`config.mk`:
```
export PLATFORM = sky130hd
export DESIGN_NAME = motor_safety_watchdog_gate_core
export DESIGN_NICKNAME = d
export VERILOG_FILES = /design/src/hw/rtl/msw_pkg.sv /design/src/hw/rtl/msw_axis.sv /design/src/hw/rtl/motor_safety_watchdog_gate_core.sv
export SDC_FILE = /design/constraint.sdc
export NUM_CORES = 1
export LEC_CHECK = 0
export BUFFER_PORTS_ARGS = -buffer_cell sky130_fd_sc_hd__buf_2
export CAP_MARGIN = 20
export CORE_ASPECT_RATIO = 1.25
export CORE_MARGIN = 2
export CORE_UTILIZATION = 30
export DETAILED_ROUTE_END_ITERATION = 12
export SYNTH_ARGS = -nofsm -noshare
export SYNTH_HDL_FRONTEND = slang
export SYNTH_SLANG_ARGS = --single-unit
```
`constraint.sdc`:
```
create_clock -name clock -period 8.9 [get_ports clock]
set_input_delay 2.225 -clock clock [delete_from_list [all_inputs] [get_ports clock]]
set_output_delay 2.225 -clock clock [all_outputs]
set_load 0.05 [all_outputs]
```
`src/hw/rtl/msw_pkg.sv`:
```
// ----------------------------------------------------------------------------
// msw_pkg
// Shared types and constants for the two-axis motor safety interlock.
// ----------------------------------------------------------------------------
package msw_pkg;

   // Timestamp width; ages wrap modulo 2**TIME_BITS
   localparam int TIME_BITS  = 40;
   localparam int LIMIT_BITS = 24;
   localparam int TEMP_BITS  = 12;
   localparam int CSR_BITS   = 24;
   localparam int CSR_IDX_BITS = 3;

   // Request operations
   typedef enum logic [1:0] {
      OP_HEARTBEAT = 2'd0,
      OP_FEEDBACK  = 2'd1,
      OP_CHECK     = 2'd2,
      OP_SEND      = 2'd3
   } op_type;

   // Register indexes
   localparam logic [CSR_IDX_BITS-1:0] CSR_PITCH_MOTOR = 3'd0;
   localparam logic [CSR_IDX_BITS-1:0] CSR_YAW_MOTOR   = 3'd1;
   localparam logic [CSR_IDX_BITS-1:0] CSR_HB_LIMIT    = 3'd2;
   localparam logic [CSR_IDX_BITS-1:0] CSR_FB_LIMIT    = 3'd3;
   localparam logic [CSR_IDX_BITS-1:0] CSR_TEMP_LIMIT  = 3'd4;

   // Register reset values
   localparam logic [7:0]            PITCH_MOTOR_RST = 8'd1;
   localparam logic [7:0]            YAW_MOTOR_RST   = 8'd2;
   localparam logic [LIMIT_BITS-1:0] HB_LIMIT_RST    = 24'd100000;
   localparam logic [LIMIT_BITS-1:0] FB_LIMIT_RST    = 24'd100000;
   localparam logic [TEMP_BITS-1:0]  TEMP_LIMIT_RST  = 12'd750;

   // Axis run mode that is checked
   localparam logic [1:0] ACTIVE_MODE = 2'd2;

   // Frame types still allowed while inhibited
   localparam logic [4:0] DISCOVER_TYPE = 5'd0;
   localparam logic [4:0] STOP_TYPE     = 5'd4;
   localparam logic [4:0] READ_TYPE     = 5'd17;

   // Matched axis codes
   localparam logic [1:0] MATCH_NONE  = 2'd0;
   localparam logic [1:0] MATCH_PITCH = 2'd1;
   localparam logic [1:0] MATCH_YAW   = 2'd2;

   // Feedback record update for one axis
   typedef struct packed {
      logic                        wr;
      logic [TIME_BITS-1:0]        fb_time;
      logic [1:0]                  mode;
      logic [7:0]                  faults;
      logic signed [TEMP_BITS-1:0] temp;
   } axis_upd_type;

endpackage

```
`src/hw/rtl/msw_axis.sv`:
```
// ----------------------------------------------------------------------------
// msw_axis
// One axis feedback record and its stale / fault / overheat evaluation.
// ----------------------------------------------------------------------------
module msw_axis (
   input  logic                                 clock,
   input  logic                                 reset,
   input  msw_pkg::axis_upd_type                upd,
   input  logic [msw_pkg::TIME_BITS-1:0]        now,
   input  logic [msw_pkg::LIMIT_BITS-1:0]       fb_limit,
   input  logic signed [msw_pkg::TEMP_BITS-1:0] temp_limit,
   output logic                                 bad
);
   import msw_pkg::*;

   logic                        seen_ff;
   logic [TIME_BITS-1:0]        time_ff;
   logic [1:0]                  mode_ff;
   logic [7:0]                  faults_ff;
   logic signed [TEMP_BITS-1:0] temp_ff;
   logic [TIME_BITS-1:0]        age;

   // record storage; only the seen flag needs reset
   always_ff @(posedge clock) begin
      if (reset) begin
         seen_ff <= 1'b0;
      end else if (upd.wr) begin
         seen_ff <= 1'b1;
      end
      if (upd.wr) begin
         time_ff   <= upd.fb_time;
         mode_ff   <= upd.mode;
         faults_ff <= upd.faults;
         temp_ff   <= upd.temp;
      end
   end

   // wrapping age, then the three fault conditions for an active axis
   assign age = now - time_ff;
   assign bad = seen_ff && (mode_ff == ACTIVE_MODE) &&
                ((age > TIME_BITS'(fb_limit)) || (faults_ff != 8'd0) ||
                 (temp_ff > temp_limit));

endmodule

```
`src/hw/rtl/motor_safety_watchdog_gate_core.sv`:
```
// ----------------------------------------------------------------------------
// motor_safety_watchdog_gate_core
// Two-axis motor safety interlock: heartbeat / feedback tracking, watchdog
// check with sticky inhibit latch, and send gating.
// ----------------------------------------------------------------------------
// Usage:
//   req_* carries one request (heartbeat, feedback, check or send). It is
//   taken at a clock edge with req_valid high and req_stall low.
//   rsp_* returns exactly one response per request, in order, taken at an
//   edge with rsp_valid high and rsp_stall low.
//   csr_* writes the id / limit registers; write only while no request is in
//   flight.
//   A request is taken into the input register, then its result into the
//   result register, where its response is valid. Throughput: one request
//   per cycle while rsp_stall is low; the whole evaluation is one pass of
//   compare logic whose longest path is a TIME_BITS-wide subtract and compare.
//   Reset (synchronous) restores register defaults, clears the heartbeat
//   time, the inhibit latch and both axis records, and empties the pipe.
//   While rsp_stall is high the response holds; one more request is still
//   taken into the input register, after which req_stall rises.
//   Only reset clears the inhibit latch.
// ----------------------------------------------------------------------------
module motor_safety_watchdog_gate_core (
   input  logic                                 clock,
   input  logic                                 reset,
   // configuration
   input  logic                                 csr_write_enable,
   input  logic [msw_pkg::CSR_IDX_BITS-1:0]     csr_index,
   input  logic [msw_pkg::CSR_BITS-1:0]         csr_write_data,
   // request channel
   input  logic                                 req_valid,
   output logic                                 req_stall,
   input  logic [1:0]                           req_operation,
   input  logic [msw_pkg::TIME_BITS-1:0]        req_time_us,
   input  logic [7:0]                           req_motor_id,
   input  logic [1:0]                           req_fb_mode,
   input  logic [7:0]                           req_fb_faults,
   input  logic signed [msw_pkg::TEMP_BITS-1:0] req_fb_temp,
   input  logic [4:0]                           req_comm_type,
   // response channel
   output logic                                 rsp_valid,
   input  logic                                 rsp_stall,
   output logic                                 rsp_send_allowed,
   output logic                                 rsp_inhibited,
   output logic                                 rsp_trip_onset,
   output logic                                 rsp_issue_stops,
   output logic                                 rsp_heartbeat_stale,
   output logic                                 rsp_pitch_bad,
   output logic                                 rsp_yaw_bad,
   output logic [1:0]                           rsp_axis_matched
);
   import msw_pkg::*;

   // configuration registers
   logic [7:0]                  pitch_motor_ff;
   logic [7:0]                  yaw_motor_ff;
   logic [LIMIT_BITS-1:0]       hb_limit_ff;
   logic [LIMIT_BITS-1:0]       fb_limit_ff;
   logic signed [TEMP_BITS-1:0] temp_limit_ff;

   // input register
   logic                        s1_valid_ff, s1_valid_in;
   op_type                      s1_op_ff;
   logic [TIME_BITS-1:0]        s1_time_ff;
   logic [7:0]                  s1_motor_ff;
   logic [1:0]                  s1_mode_ff;
   logic [7:0]                  s1_faults_ff;
   logic signed [TEMP_BITS-1:0] s1_temp_ff;
   logic [4:0]                  s1_type_ff;

   // block state
   logic [TIME_BITS-1:0]        heartbeat_time_ff;
   logic                        inhibit_latch_ff, inhibit_latch_in;

   // result register
   logic       rsp_valid_ff, rsp_valid_in;
   logic       send_ff, send_in;
   logic       first_ff, first_in;
   logic       stops_ff, stops_in;
   logic       hb_stale_ff, hb_stale_in;
   logic       p_bad_ff, p_bad_in;
   logic       y_bad_ff, y_bad_in;
   logic [1:0] matched_ff, matched_in;
   logic       inhib_out_ff;

   logic         accept;
   logic         advance;
   logic         process;
   logic         is_check;
   logic         trip;
   logic         pitch_hit;
   logic         yaw_hit;
   logic         pitch_bad;
   logic         yaw_bad;
   logic [TIME_BITS-1:0] hb_age;
   axis_upd_type pitch_upd;
   axis_upd_type yaw_upd;

   // configuration writes; out-of-range indexes are ignored
   always_ff @(posedge clock) begin
      if (reset) begin
         pitch_motor_ff <= PITCH_MOTOR_RST;
         yaw_motor_ff   <= YAW_MOTOR_RST;
         hb_limit_ff    <= HB_LIMIT_RST;
         fb_limit_ff    <= FB_LIMIT_RST;
         temp_limit_ff  <= TEMP_LIMIT_RST;
      end else if (csr_write_enable) begin
         case (csr_index)
            CSR_PITCH_MOTOR: pitch_motor_ff <= csr_write_data[7:0];
            CSR_YAW_MOTOR:   yaw_motor_ff   <= csr_write_data[7:0];
            CSR_HB_LIMIT:    hb_limit_ff    <= csr_write_data[LIMIT_BITS-1:0];
            CSR_FB_LIMIT:    fb_limit_ff    <= csr_write_data[LIMIT_BITS-1:0];
            CSR_TEMP_LIMIT:  temp_limit_ff  <= csr_write_data[TEMP_BITS-1:0];
            default: ;
         endcase
      end
   end

   // handshake: result register frees when empty or taken
   assign advance     = !rsp_valid_ff || !rsp_stall;
   assign req_stall   = s1_valid_ff && !advance;
   assign accept      = req_valid && !req_stall;
   assign process     = s1_valid_ff && advance;
   assign s1_valid_in = accept ? 1'b1 : (advance ? 1'b0 : s1_valid_ff);
   assign rsp_valid_in = process ? 1'b1 : (advance ? 1'b0 : rsp_valid_ff);

   // input register
   always_ff @(posedge clock) begin
      if (reset) begin
         s1_valid_ff <= 1'b0;
      end else begin
         s1_valid_ff <= s1_valid_in;
      end
      if (accept) begin
         s1_op_ff     <= op_type'(req_operation);
         s1_time_ff   <= req_time_us;
         s1_motor_ff  <= req_motor_id;
         s1_mode_ff   <= req_fb_mode;
         s1_faults_ff <= req_fb_faults;
         s1_temp_ff   <= req_fb_temp;
         s1_type_ff   <= req_comm_type;
      end
   end

   // feedback routing; pitch wins when both ids match
   assign pitch_hit = process && (s1_op_ff == OP_FEEDBACK) && (s1_motor_ff == pitch_motor_ff);
   assign yaw_hit   = process && (s1_op_ff == OP_FEEDBACK) && !pitch_hit &&
                      (s1_motor_ff == yaw_motor_ff);

   always_comb begin
      pitch_upd.wr      = pitch_hit;
      pitch_upd.fb_time = s1_time_ff;
      pitch_upd.mode    = s1_mode_ff;
      pitch_upd.faults  = s1_faults_ff;
      pitch_upd.temp    = s1_temp_ff;
      yaw_upd           = pitch_upd;
      yaw_upd.wr        = yaw_hit;
   end

   msw_axis u_pitch (
      .clock      (clock),
      .reset      (reset),
      .upd        (pitch_upd),
      .now        (s1_time_ff),
      .fb_limit   (fb_limit_ff),
      .temp_limit (temp_limit_ff),
      .bad        (pitch_bad)
   );

   msw_axis u_yaw (
      .clock      (clock),
      .reset      (reset),
      .upd        (yaw_upd),
      .now        (s1_time_ff),
      .fb_limit   (fb_limit_ff),
      .temp_limit (temp_limit_ff),
      .bad        (yaw_bad)
   );

   // watchdog check and send gating
   assign hb_age   = s1_time_ff - heartbeat_time_ff;
   assign is_check = (s1_op_ff == OP_CHECK);

   always_comb begin
      hb_stale_in = is_check && (hb_age > TIME_BITS'(hb_limit_ff));
      p_bad_in    = is_check && pitch_bad;
      y_bad_in    = is_check && yaw_bad;
      trip        = hb_stale_in || p_bad_in || y_bad_in;
      first_in    = trip && !inhibit_latch_ff;
      inhibit_latch_in = inhibit_latch_ff || trip;
      stops_in    = is_check && inhibit_latch_in;
      send_in     = (s1_op_ff == OP_SEND) &&
                    (!inhibit_latch_ff ||
                     (s1_type_ff inside {DISCOVER_TYPE, STOP_TYPE, READ_TYPE}));
      if (pitch_hit) begin
         matched_in = MATCH_PITCH;
      end else if (yaw_hit) begin
         matched_in = MATCH_YAW;
      end else begin
         matched_in = MATCH_NONE;
      end
   end

   // block state updates
   always_ff @(posedge clock) begin
      if (reset) begin
         heartbeat_time_ff <= '0;
         inhibit_latch_ff  <= 1'b0;
      end else if (process) begin
         if (s1_op_ff == OP_HEARTBEAT) begin
            heartbeat_time_ff <= s1_time_ff;
         end
         inhibit_latch_ff <= inhibit_latch_in;
      end
   end

   // result register
   always_ff @(posedge clock) begin
      if (reset) begin
         rsp_valid_ff <= 1'b0;
      end else begin
         rsp_valid_ff <= rsp_valid_in;
      end
      if (process) begin
         send_ff     <= send_in;
         first_ff    <= first_in;
         stops_ff    <= stops_in;
         hb_stale_ff <= hb_stale_in;
         p_bad_ff    <= p_bad_in;
         y_bad_ff    <= y_bad_in;
         matched_ff  <= matched_in;
      end
   end

   // inhibited shows the latch as it stood after this request
   always_ff @(posedge clock) begin
      if (process) begin
         inhib_out_ff <= inhibit_latch_in;
      end
   end

   assign rsp_valid           = rsp_valid_ff;
   assign rsp_send_allowed    = send_ff;
   assign rsp_inhibited       = inhib_out_ff;
   assign rsp_trip_onset      = first_ff;
   assign rsp_issue_stops     = stops_ff;
   assign rsp_heartbeat_stale = hb_stale_ff;
   assign rsp_pitch_bad       = p_bad_ff;
   assign rsp_yaw_bad         = y_bad_ff;
   assign rsp_axis_matched    = matched_ff;

   // the inhibit latch is sticky until reset
   a_latch_sticky: assert property (@(posedge clock) disable iff (reset)
      !$fell(inhibit_latch_ff))
      else $error("inhibit latch cleared without reset");

   // any reported trip cause leaves the block inhibited
   a_trip_inhibits: assert property (@(posedge clock) disable iff (reset)
      rsp_valid && (rsp_heartbeat_stale || rsp_pitch_bad || rsp_yaw_bad)
      |-> rsp_inhibited && rsp_issue_stops)
      else $error("trip reported without inhibit");

   // a first trip needs a cause and was not inhibited before
   a_trip_onset: assert property (@(posedge clock) disable iff (reset)
      rsp_valid && rsp_trip_onset
      |-> (rsp_heartbeat_stale || rsp_pitch_bad || rsp_yaw_bad) && rsp_inhibited)
      else $error("first trip without cause");

   // a taken feedback match updates exactly one axis record
   a_one_axis: assert property (@(posedge clock) disable iff (reset)
      !(pitch_upd.wr && yaw_upd.wr))
      else $error("feedback routed to both axes");

endmodule

```
==> flow_results.org, run 1 <==
** Pwr
- Across the VDD grid, the largest voltage drop is 0.134 mV.
- In this run the power density over the cells is 168 mW/mm^2.
- Leakage power total :: 9.08 nW
- Overall power consumption after layout is estimated at 3.92 mW.

** Layout
- Fill cell instance count of the final layout :: 6,923
- Footprint of the multi-input gates :: 0.0108 sq mm
- Finished Layout Cells :: 3,255
- Cells with a size suffix above 1 make up roughly a tenth of the layout.
- Synthesis-to-layout area growth :: 13.3%
- Share of the core filled with cells in the final layout :: 34.3%
- Across the whole layout, storage elements account for 0.00873 sq mm.
- The net count of the finished layout is approximately 2,700.

** Worst setup path
- By startpoint and endpoint, the worst setup path is classified as flip-flop to flip-flop.
- Data on the critical path arrives at its endpoint at 6.37 ns.
- Top cell family by delay on the critical path :: simple AND/OR/NAND/NOR gates
- Critical R2R Launch :: s1_time_ff[6]
- The worst register-to-register path has a setup slack of 2.81 ns.
- Counting cells, the worst reg-to-reg path comes to 21.
- Data on the critical path is required at its endpoint by 9.18 ns.
- The critical path goes through ha_1 -> a21oi_1 -> nor2_1 -> a2111oi_4 -> nand2_1 -> a31oi_1 -> nor2_1 -> nor2_1 -> o21ai_0 -> xor2_1 -> ha_1 -> nand3_1 -> nor4_1 -> nand2_1 -> nor3_1 -> o211ai_1 -> a2111oi_0 -> and4_1 -> a41oi_2 -> a21oi_2 -> a21oi_1.
- Sum of buffers and inverters on the critical path :: 0
- Nature of the critical path endpoint :: flip-flop
- Cell with the most instances on the worst path :: nor2_1
- CP startpoint kind :: flip-flop
- The critical path crosses 21 cells after its start point.
- In this run the critical register-to-register path is captured at rsp_issue_stops.
- Largest fanout on the critical path :: 6
- Worst path max stage delay :: 0.62 ns
- The slowest stage of the critical path belongs to the cell nor4_1.

** Hold path
- For hold timing, the worst endpoint is u_yaw.temp_ff[2].
- Start point of the worst min-delay path :: s1_temp_ff[2]
- The min-delay analysis places its worst path in the category flip-flop to flip-flop.
- Hold-critical path depth :: 0

** Routing
- The routed layout has 16,700 vias.
- Starting DRT DRC Count :: 1,154
- In the routed layout, each cell is associated on average with a via count of 5.13.
- Final antenna-violating net count :: 0
- Initial DRT Pass Iterations :: 5
- In the final routed layout, each cell accounts on average for between 15 and 20 um.
- After detailed routing, the total wire length is 59,400 um.
- DRC viols :: 0

** Die
- Area inside the core boundary :: 0.0681 sq mm
- Measured along the x axis, the die boundary spans 239 um.
- I/O pin cnt :: 120
- Die Y :: approximately 300 um
- Total Die Area :: 0.0709 sq mm
- The initialized floorplan defines 107 standard-cell rows.
- Initial core utilization :: 30.3%

** Clocking
- Buffers inserted during clock tree synthesis total 36.
- Buffers inserted during post-CTS setup optimization :: 0
- The tree built by TritonCTS fans out to 331 sinks.
- Number of gates resized after cts :: 0
- Buffers inserted to repair hold after CTS numbered 0.
- Clock Tree Buf Depth :: 3
- Worst skew pair latency :: 0.54 ns
- H-Tree Depth :: 2
- After clock tree synthesis, the clock-pin slew on the worst setup and hold paths is 0.06 ns.
- CTS tree :: yes
- Clock tree synthesis selected as its root buffer the cell clkbuf_16.

** Place
- Count of buffers inserted at the top-level ports :: 119
- Once detailed placement completed, the half-perimeter wirelength came to 46,200 um.
- The number of placed instances, taps included, is approximately 3,200.
- Placement-stage worst setup slack :: 2.87 ns
- Routability congestion estimate from global placement :: 0.935

** STA
- Across the routed clock network, the largest skew measured is between 0.015 and 0.02 ns.
- Setup violations remaining at the end of the flow were counted as 0.
- RSZ-0062 raised after global routing :: no
- Normalized max-slew margin :: 32.4%
- Final period utilization :: approximately two thirds
- The number of max-slew violations in the final report is 0.
- Summed over all failing endpoints, the final setup total negative slack is 0 ns.
- Post-layout min period :: 6.09 ns
- Timing would allow up to between 150 and 200 MHz.
- For the pin with the worst max-slew slack, the measured transition is 1.01 ns.
- Once routing completed, OpenROAD measured the worst setup slack at 2.81 ns.
- The number of failing hold endpoints at the final stage is 0.

** GRT
- Wire length of the first global-routing pass :: 91,400 um
- Number of antenna violations at the first check in global routing :: 1
- Leftover overflow at the end of global routing :: 0
- Via count of the first global-routing pass :: 16,700
- GRT Resource Usage Total :: 16.4%
- Largest net degree at the start of global routing :: 66

** Yosys
- The mapped netlist covers 0.0206 sq mm.
- Seq/Total Area, Yosys :: 42.3%
- Gate Count Post-Synth :: 2,265
- Warnings, synthesis :: 0
- In this run, synthesis inferred 210 flip-flops with an integrated enable.
- After synthesis, the netlist uses 87 different library cells.
- Asr flop ratio synth :: 0%
- Avg Cell Area, Syn :: 9.11 sq um
- Dominant register cell in the synthesized netlist :: edfxtp_1
- Synth Register Bits :: roughly 330
- Number of nets produced by synthesis :: 2,590

** Run
- The tool flagged a number of max-cap violations equal to 0.

** Status
- Outcome :: complete, no violations
==> worst max-delay path by stage <==
stage / start / to / slack, ns
after floorplan: rsp_stall / rsp_axis_matched[0] / 1.00
after global placement: s1_time_ff[6] / rsp_trip_onset / 2.85
after detailed placement: s1_time_ff[6] / rsp_issue_stops / 2.87
after CTS: s1_time_ff[6] / rsp_issue_stops / 2.83
after global routing: s1_time_ff[6] / rsp_issue_stops / 2.44
final: s1_time_ff[6] / rsp_issue_stops / 2.81
==> registers in the layout, summed over array words and instances (netlist names), 8 cells and up <==
signal	cells
heartbeat_time_ff	40
s1_time_ff	40
u_pitch.time_ff	40
u_yaw.time_ff	40
fb_limit_ff	24
hb_limit_ff	24
s1_temp_ff	12
temp_limit_ff	12
u_pitch.temp_ff	12
u_yaw.temp_ff	12
pitch_motor_ff	8
s1_faults_ff	8
s1_motor_ff	8
u_pitch.faults_ff	8
u_yaw.faults_ff	8
yaw_motor_ff	8
==> routing by layer <==
layer  global-route usage, %  wire length, um  up-vias
met5                       0                0        -
met4                    9.08             3420        0
met3                    1.44             2020      144
met2                    29.6            29700      423
met1                    19.1            24300     7862
li1                        -                -     8264
==> through the flow <==
stage | hold slack [ns] | instance area, sq um
after floorplan | 0.421 | 20600
after global placement | 0.426 | 22100
after detailed placement | 0.430 | 22100
after CTS | 0.445 | 23400
after global routing | 0.455 | 23400
final | 0.442 | 23400
==> layout make-up <==
type | instances | area share (%)
multi-input combinational | 1643 | 46.3
antenna | 1 | 0.0107
timing repair buffer | 130 | 2.94
clock buffer | 44 | 4.11
sequential | 331 | 37.3
clock inverter | 22 | 1.27
inverter | 212 | 3.40
tap | 872 | 4.67
==> cell usage after synthesis (4+ instances only) <==
master	count	share of area, %
or2_2	4	0.12
nand2b_1	5	0.15
clkbuf_1	57	1.0
o21ai_1	10	0.24
nand3b_1	20	0.73
o21a_1	27	0.98
o221ai_1	9	0.38
a211oi_1	18	0.65
o21bai_1	16	0.58
a211o_1	11	0.47
nand3_1	36	0.87
nor2b_1	19	0.58
or3_1	4	0.12
a21oi_2	5	0.21
buf_2	19	0.46
a31o_2	4	0.17
a21o_1	38	1.4
and3_1	14	0.42
edfxtp_1	210	31
mux2i_1	5	0.24
a21boi_0	4	0.15
xnor2_1	70	3.0
nand2_1	362	6.6
nor2_1	117	2.1
dfxtp_1	121	12
nor3_1	31	0.75
ha_1	213	13
a21oi_1	279	6.8
nand4_1	59	1.8
o31ai_1	7	0.25
and2_1	4	0.12
xor2_1	42	1.8
o22ai_1	4	0.12
a2111oi_0	6	0.25
o211ai_1	15	0.55
o21ai_0	81	2.0
nor4_1	22	0.67
a31oi_1	13	0.39
inv_1	212	3.9
==> power by group <==
group | internal [mW] | leakage, nW | switching, mW
clock network | 0.978 | 0.607 | 0.646
registers | 1.67 | 2.93 | 0.0393
logic | 0.223 | 5.54 | 0.362
total | 2.87 | 9.08 | 1.05
==> layout by cell type, fill, tap and decap left out, types with 6 or more instances in the layout <==
master / instances
o21bai_1: 16
xnor2_1: 70
o21a_1: 27
inv_1: 212
nand3_1: 36
o31ai_1: 7
a21o_1: 38
buf_4: 11
a31oi_1: 13
o21ai_0: 81
nand3b_1: 20
a2111oi_0: 6
nor4_1: 21
nor3_1: 29
o211ai_1: 15
o21ai_1: 10
and3_1: 14
a211oi_1: 18
clkbuf_1: 6
a211o_1: 11
a21oi_1: 279
bufinv_16: 7
xor2_1: 42
o221ai_1: 9
edfxtp_1: 210
buf_2: 118
nor2b_1: 18
nor2_1: 116
nand2_1: 362
clkbuf_16: 37
ha_1: 213
dfxtp_1: 121
nand4_1: 59
==> logic make-up after synthesis <==
kind of cell               share of synthesized area [%]
AOI/OAI and AO/OA                                   18.4
xor gates and xnor gates                            4.75
adders and majority gates                           13.2
buffers and inverters                               5.46
DFF                                                 42.3
muxes                                              0.242
and+or+nand+nor                                     15.7
No activity file was read; power rests on OpenSTA's default activity.
==> run 2: changes to the inputs <==
Settings changed: ABC_AREA set to 1.
Clock period 8.9 ns to 5.05 ns, I/O delays scaled along.
==> run 2 against run 1 <==
  * Critical endpoint unchanged
  * Clock skew rose by 0.0096 ns
  * Global-route usage rose by 1.7 points
  * Sequential cell count did not move
  * Core utilization barely moved
  * Die area rose by 9.0%
  * Count of clock-buffer cells in the layout fell by 2
==> flow_results.org, run 2 <==
** Hold path
- The worst hold path terminates at u_pitch.temp_ff[11].
- Path type of the worst min-delay path :: flip-flop to flip-flop
- The startpoint identified for the worst hold timing path is s1_temp_ff[11].
- Along the worst hold path, the cell count comes to 0.

** Yosys
- Sequential elements use 38.7% of the synthesized area.
- Avg Cell Area, Syn :: about 7.4 sq um
- The netlist uses 40 different library cells.
- By area the synthesized netlist is led by edfxtp_1, nand2_1, ha_1.
- After synthesis, the share of flip-flops with an asynchronous set or reset is 0%.
- When the netlist entered floorplanning its net count stood at 3,386.
- Yosys instantiated no cell more often than nand2_1.
- For this run, the leading register cell type out of synthesis is edfxtp_1.
- Yosys mapped a number of flops with a built-in enable equal to 210.
- During synthesis, Yosys emitted a total of 0 warnings.
- Synth Register Bits :: ~330
- Top cell types by occurrence after synthesis :: nand2_1, inv_1, nor2_1
- Synth Cell Area :: 0.0225 sq mm
- The share of synthesized area in the top cell type comes to 28.0%.
- Leading area contributor after synthesis :: edfxtp_1
- Synthesis handed over a netlist of 3,061 instances.

** Routing
- DRC viols :: 0
- Final antenna-violating net count :: 0
- The final route contains just under 20,000 vias.
- After detailed routing, the total wire length is 71,000 um.
- Detail-routed net length per standard cell :: between 15 and 20 um
- Starting DRT DRC Count :: 977
- After detailed routing, the number of vias per cell comes to approximately 4.7.
- The first detailed-routing pass ran for 5 iterations.

** Place
- During placement, the flow inserted port buffers numbering 119.
- Half-perimeter wire length after placement :: 58,600 um
- At the end of routability-driven placement, the weighted congestion stood at 1.02.

** Worst setup path
- The worst setup path is of the flip-flop to flip-flop kind.
- In this run the critical register-to-register path is captured at rsp_issue_stops.
- Register-to-register setup slack :: 0.44 ns
- Worst path arrival time :: 4.91 ns
- Largest fanout on the critical path :: 6
- STA puts the critical path data required time at 5.35 ns.
- CP startpoint kind :: flip-flop
- Nature of the critical path endpoint :: flip-flop
- Worst Reg2Reg Path Length in Cells :: 24
- Critical R2R Launch :: s1_time_ff[9]

** Clocking
- CTS Root Buffer Type :: clkbuf_16
- Clock Tree Buf Depth :: 3
- Clock sinks :: 331
- In this run the post-CTS setup repair buffer count came out at 0.
- H-Tree Depth :: 2
- Worst skew pair latency :: 0.56 ns
- Clock-pin slew on the worst setup and hold paths :: 0.07 ns
- TritonCTS built the clock tree.
- Number of CTS-inserted buffers :: 34

** Pwr
- In this run the power spent charging and discharging nets is 2.05 mW.
- IR analysis of the VDD net gives a maximum drop of 0.315 mV.
- Part of the power in registers :: 43.2%
- In this run the power density over the cells is 273 mW/mm^2.
- The analysis attributes to cell leakage a power of 12.4 nW.
- Power Internal :: around 4.9 mW
- In this run, the combinational gates consume 17.8% of the power.
- Switch share :: 29.4%
- Share of power burned in the clock network :: 39.0%

** Die
- The core region is ~0.075 sq mm.
- Die Y :: between 300 and 400 um
- In this run the count of I/O pins placed on the die edge is 120.
- The initial utilization of the core area, before any placement, comes to between 30% and 40%.
- The die is about 250 um wide.
- Count of standard-cell rows :: 112
- The die covers 0.0773 sq mm.

** STA
- The clock arrives with 0.0290 ns of skew.
- Final hold violation count :: 0
- The worst pin sits at a relative slew slack of about a third.
- Number of pins with negative max-slew slack in the final report :: 0
- Dividing the final minimum period by the clock period gives 91.4%.
- RSZ-0062 raised after global routing :: no
- The smallest clock period supported by the final layout is computed as 4.61 ns.
- Slew at the pin with the worst max-slew slack :: 0.994 ns
- Setup violations remaining at the end of the flow were counted as 0.
- Upper clock frequency limit :: 217 MHz
- Final setup TNS :: 0 ns

** GRT
- Via count of the first global-routing pass :: ~20,000
- Largest net degree at the start of global routing :: 57
- The total overflow left after global routing is 0.
- Number of antenna violations at the first check in global routing :: 1
- The first global-routing pass estimated 108,000 um of wire.
- GRT Resource Usage Total :: 18.2%

** Layout
- The top cell types in the final layout, fill and taps aside, are nand2_1, inv_1, nor2_1.
- Share of the core filled with cells in the final layout :: 34.3%
- Synthesis-to-layout area growth :: 13.7%
- After the last flow step, the layout net total stands at 3,530.
- Most frequent standard cell in the layout excluding fill and tap cells :: nand2_1
- The layout has roughly 8,000 filler cells.
- Cells with a size suffix above 1 make up 8.23% of the layout.

** Run
- Max-cap violations :: 0

** Status
- The run finished with clean final reports.
run 2: changes by cell type in the layout (fill, tap and decap cells not counted), moves of 30 or more:
cell     before  now
nand2_1     362  850
inv_1       212  574
nor2_1      116  286
nand3_1      36  118
o21ai_0      81  136
xnor2_1      70   15
a21oi_1     279  225
nand4_1      59   28
a21o_1       38    8
run 2: per-layer routing:
metal	part of all wire (%)	up-vias	wire (um)	GRT usage [%]
li1	-	10100	-	-
met1	40	9010	28200	19.9
met2	52	439	36800	35.1
met3	3.3	147	2340	1.34
met4	5.2	0	3730	9.25
met5	0	-	0	0
run 2: repair_timing:
item / in CTS / in global routing
setup endpoints to repair: 0 / 1
gates resized for setup: 0 / 1
hold buffers: 0 / 0
hold endpoints to repair: 0 / 0
run 2: how the worst max path moves through the flow:
stage / start / end / slack (ns) / depth (start not counted)
after global routing: s1_time_ff[0] / rsp_issue_stops / 0.03 / 27
after global placement: s1_time_ff[9] / rsp_issue_stops / 0.45 / 24
after floorplan: rsp_stall / u_yaw.faults_ff[0] / 0.26 / 7
after detailed placement: s1_time_ff[0] / rsp_issue_stops / 0.34 / 25
final: s1_time_ff[9] / rsp_issue_stops / 0.44 / 24
after CTS: s1_time_ff[0] / rsp_issue_stops / 0.31 / 25
run 2: worst max-delay path: stages, from the launching register on:
cell and delay [ns]:
edfxtp_1 0.52, ha_1 0.42, nand2_1 0.17, inv_1 0.05, a21oi_1 0.31, nand3_1 0.31
nand2_1 0.14, nand2_1 0.12, xor2_1 0.18, ha_1 0.30, nand2_1 0.07, nor2_1 0.11
nand2_1 0.10, nor3_1 0.20, nand3_1 0.11, nand2_1 0.09, nand3_1 0.16, nor2_1 0.15
nand3_1 0.08, nor2_1 0.08, nand3_1 0.28, nand2_2 0.20, nand4_4 0.11, nand2_1 0.07
inv_1 0.03
run 2: cell type report:
class / count / area (sq um) / area share (%)
well taps: 969 / 1210 / 4.74
repair buffers: 138 / 751 / 2.93
flip-flops and latches: 331 / 8730 / 34.1
multi-input cells: 2118 / 11500 / 45.0
clock inverters: 20 / 272 / 1.06
inverters: 582 / 2190 / 8.54
clock buffers: 42 / 922 / 3.60
diodes: 1 / 2.50 / 0.00977
run 2: metrics by stage:
stage	power (mW)	hold slack, ns	std cells	setup WS, ns	instance area (sq um)
CTS	7.07	0.447	4200	0.310	25600
detailed placement	4.31	0.430	4138	0.338	24400
floorplan	3.91	0.421	3061	0.265	22500
global placement	4.31	0.425	4137	0.446	24400
global route	7.31	0.452	4201	0.0316	25600
finish	6.99	0.446	4201	0.437	25600
run 2: logic make-up (layout without fill, tap and decap cells):
logic type / Yosys count / count (layout) / synth area share, %
and+or+nand+nor: 1396 / 1396 / 25.6
buffers and inverters: 612 / 782 / 10.2
AOI/OAI and AO/OA: 429 / 429 / 10.3
DFF: 331 / 331 / 38.7
adders and majority gates: 216 / 216 / 12.1
xor gates and xnor gates: 77 / 77 / 2.99
other: 0 / 1 / 0
run 2: power by group through the flow:
stage                     Clock (mW)  Combinational [mW]  Sequential [mW]
final                           2.72                1.24             3.02
after global routing            2.87                1.41             3.03
after CTS                       2.80                1.24             3.02
after detailed placement           0                1.23             3.08
after global placement             0                1.23             3.08
after floorplan                    0               0.843             3.07
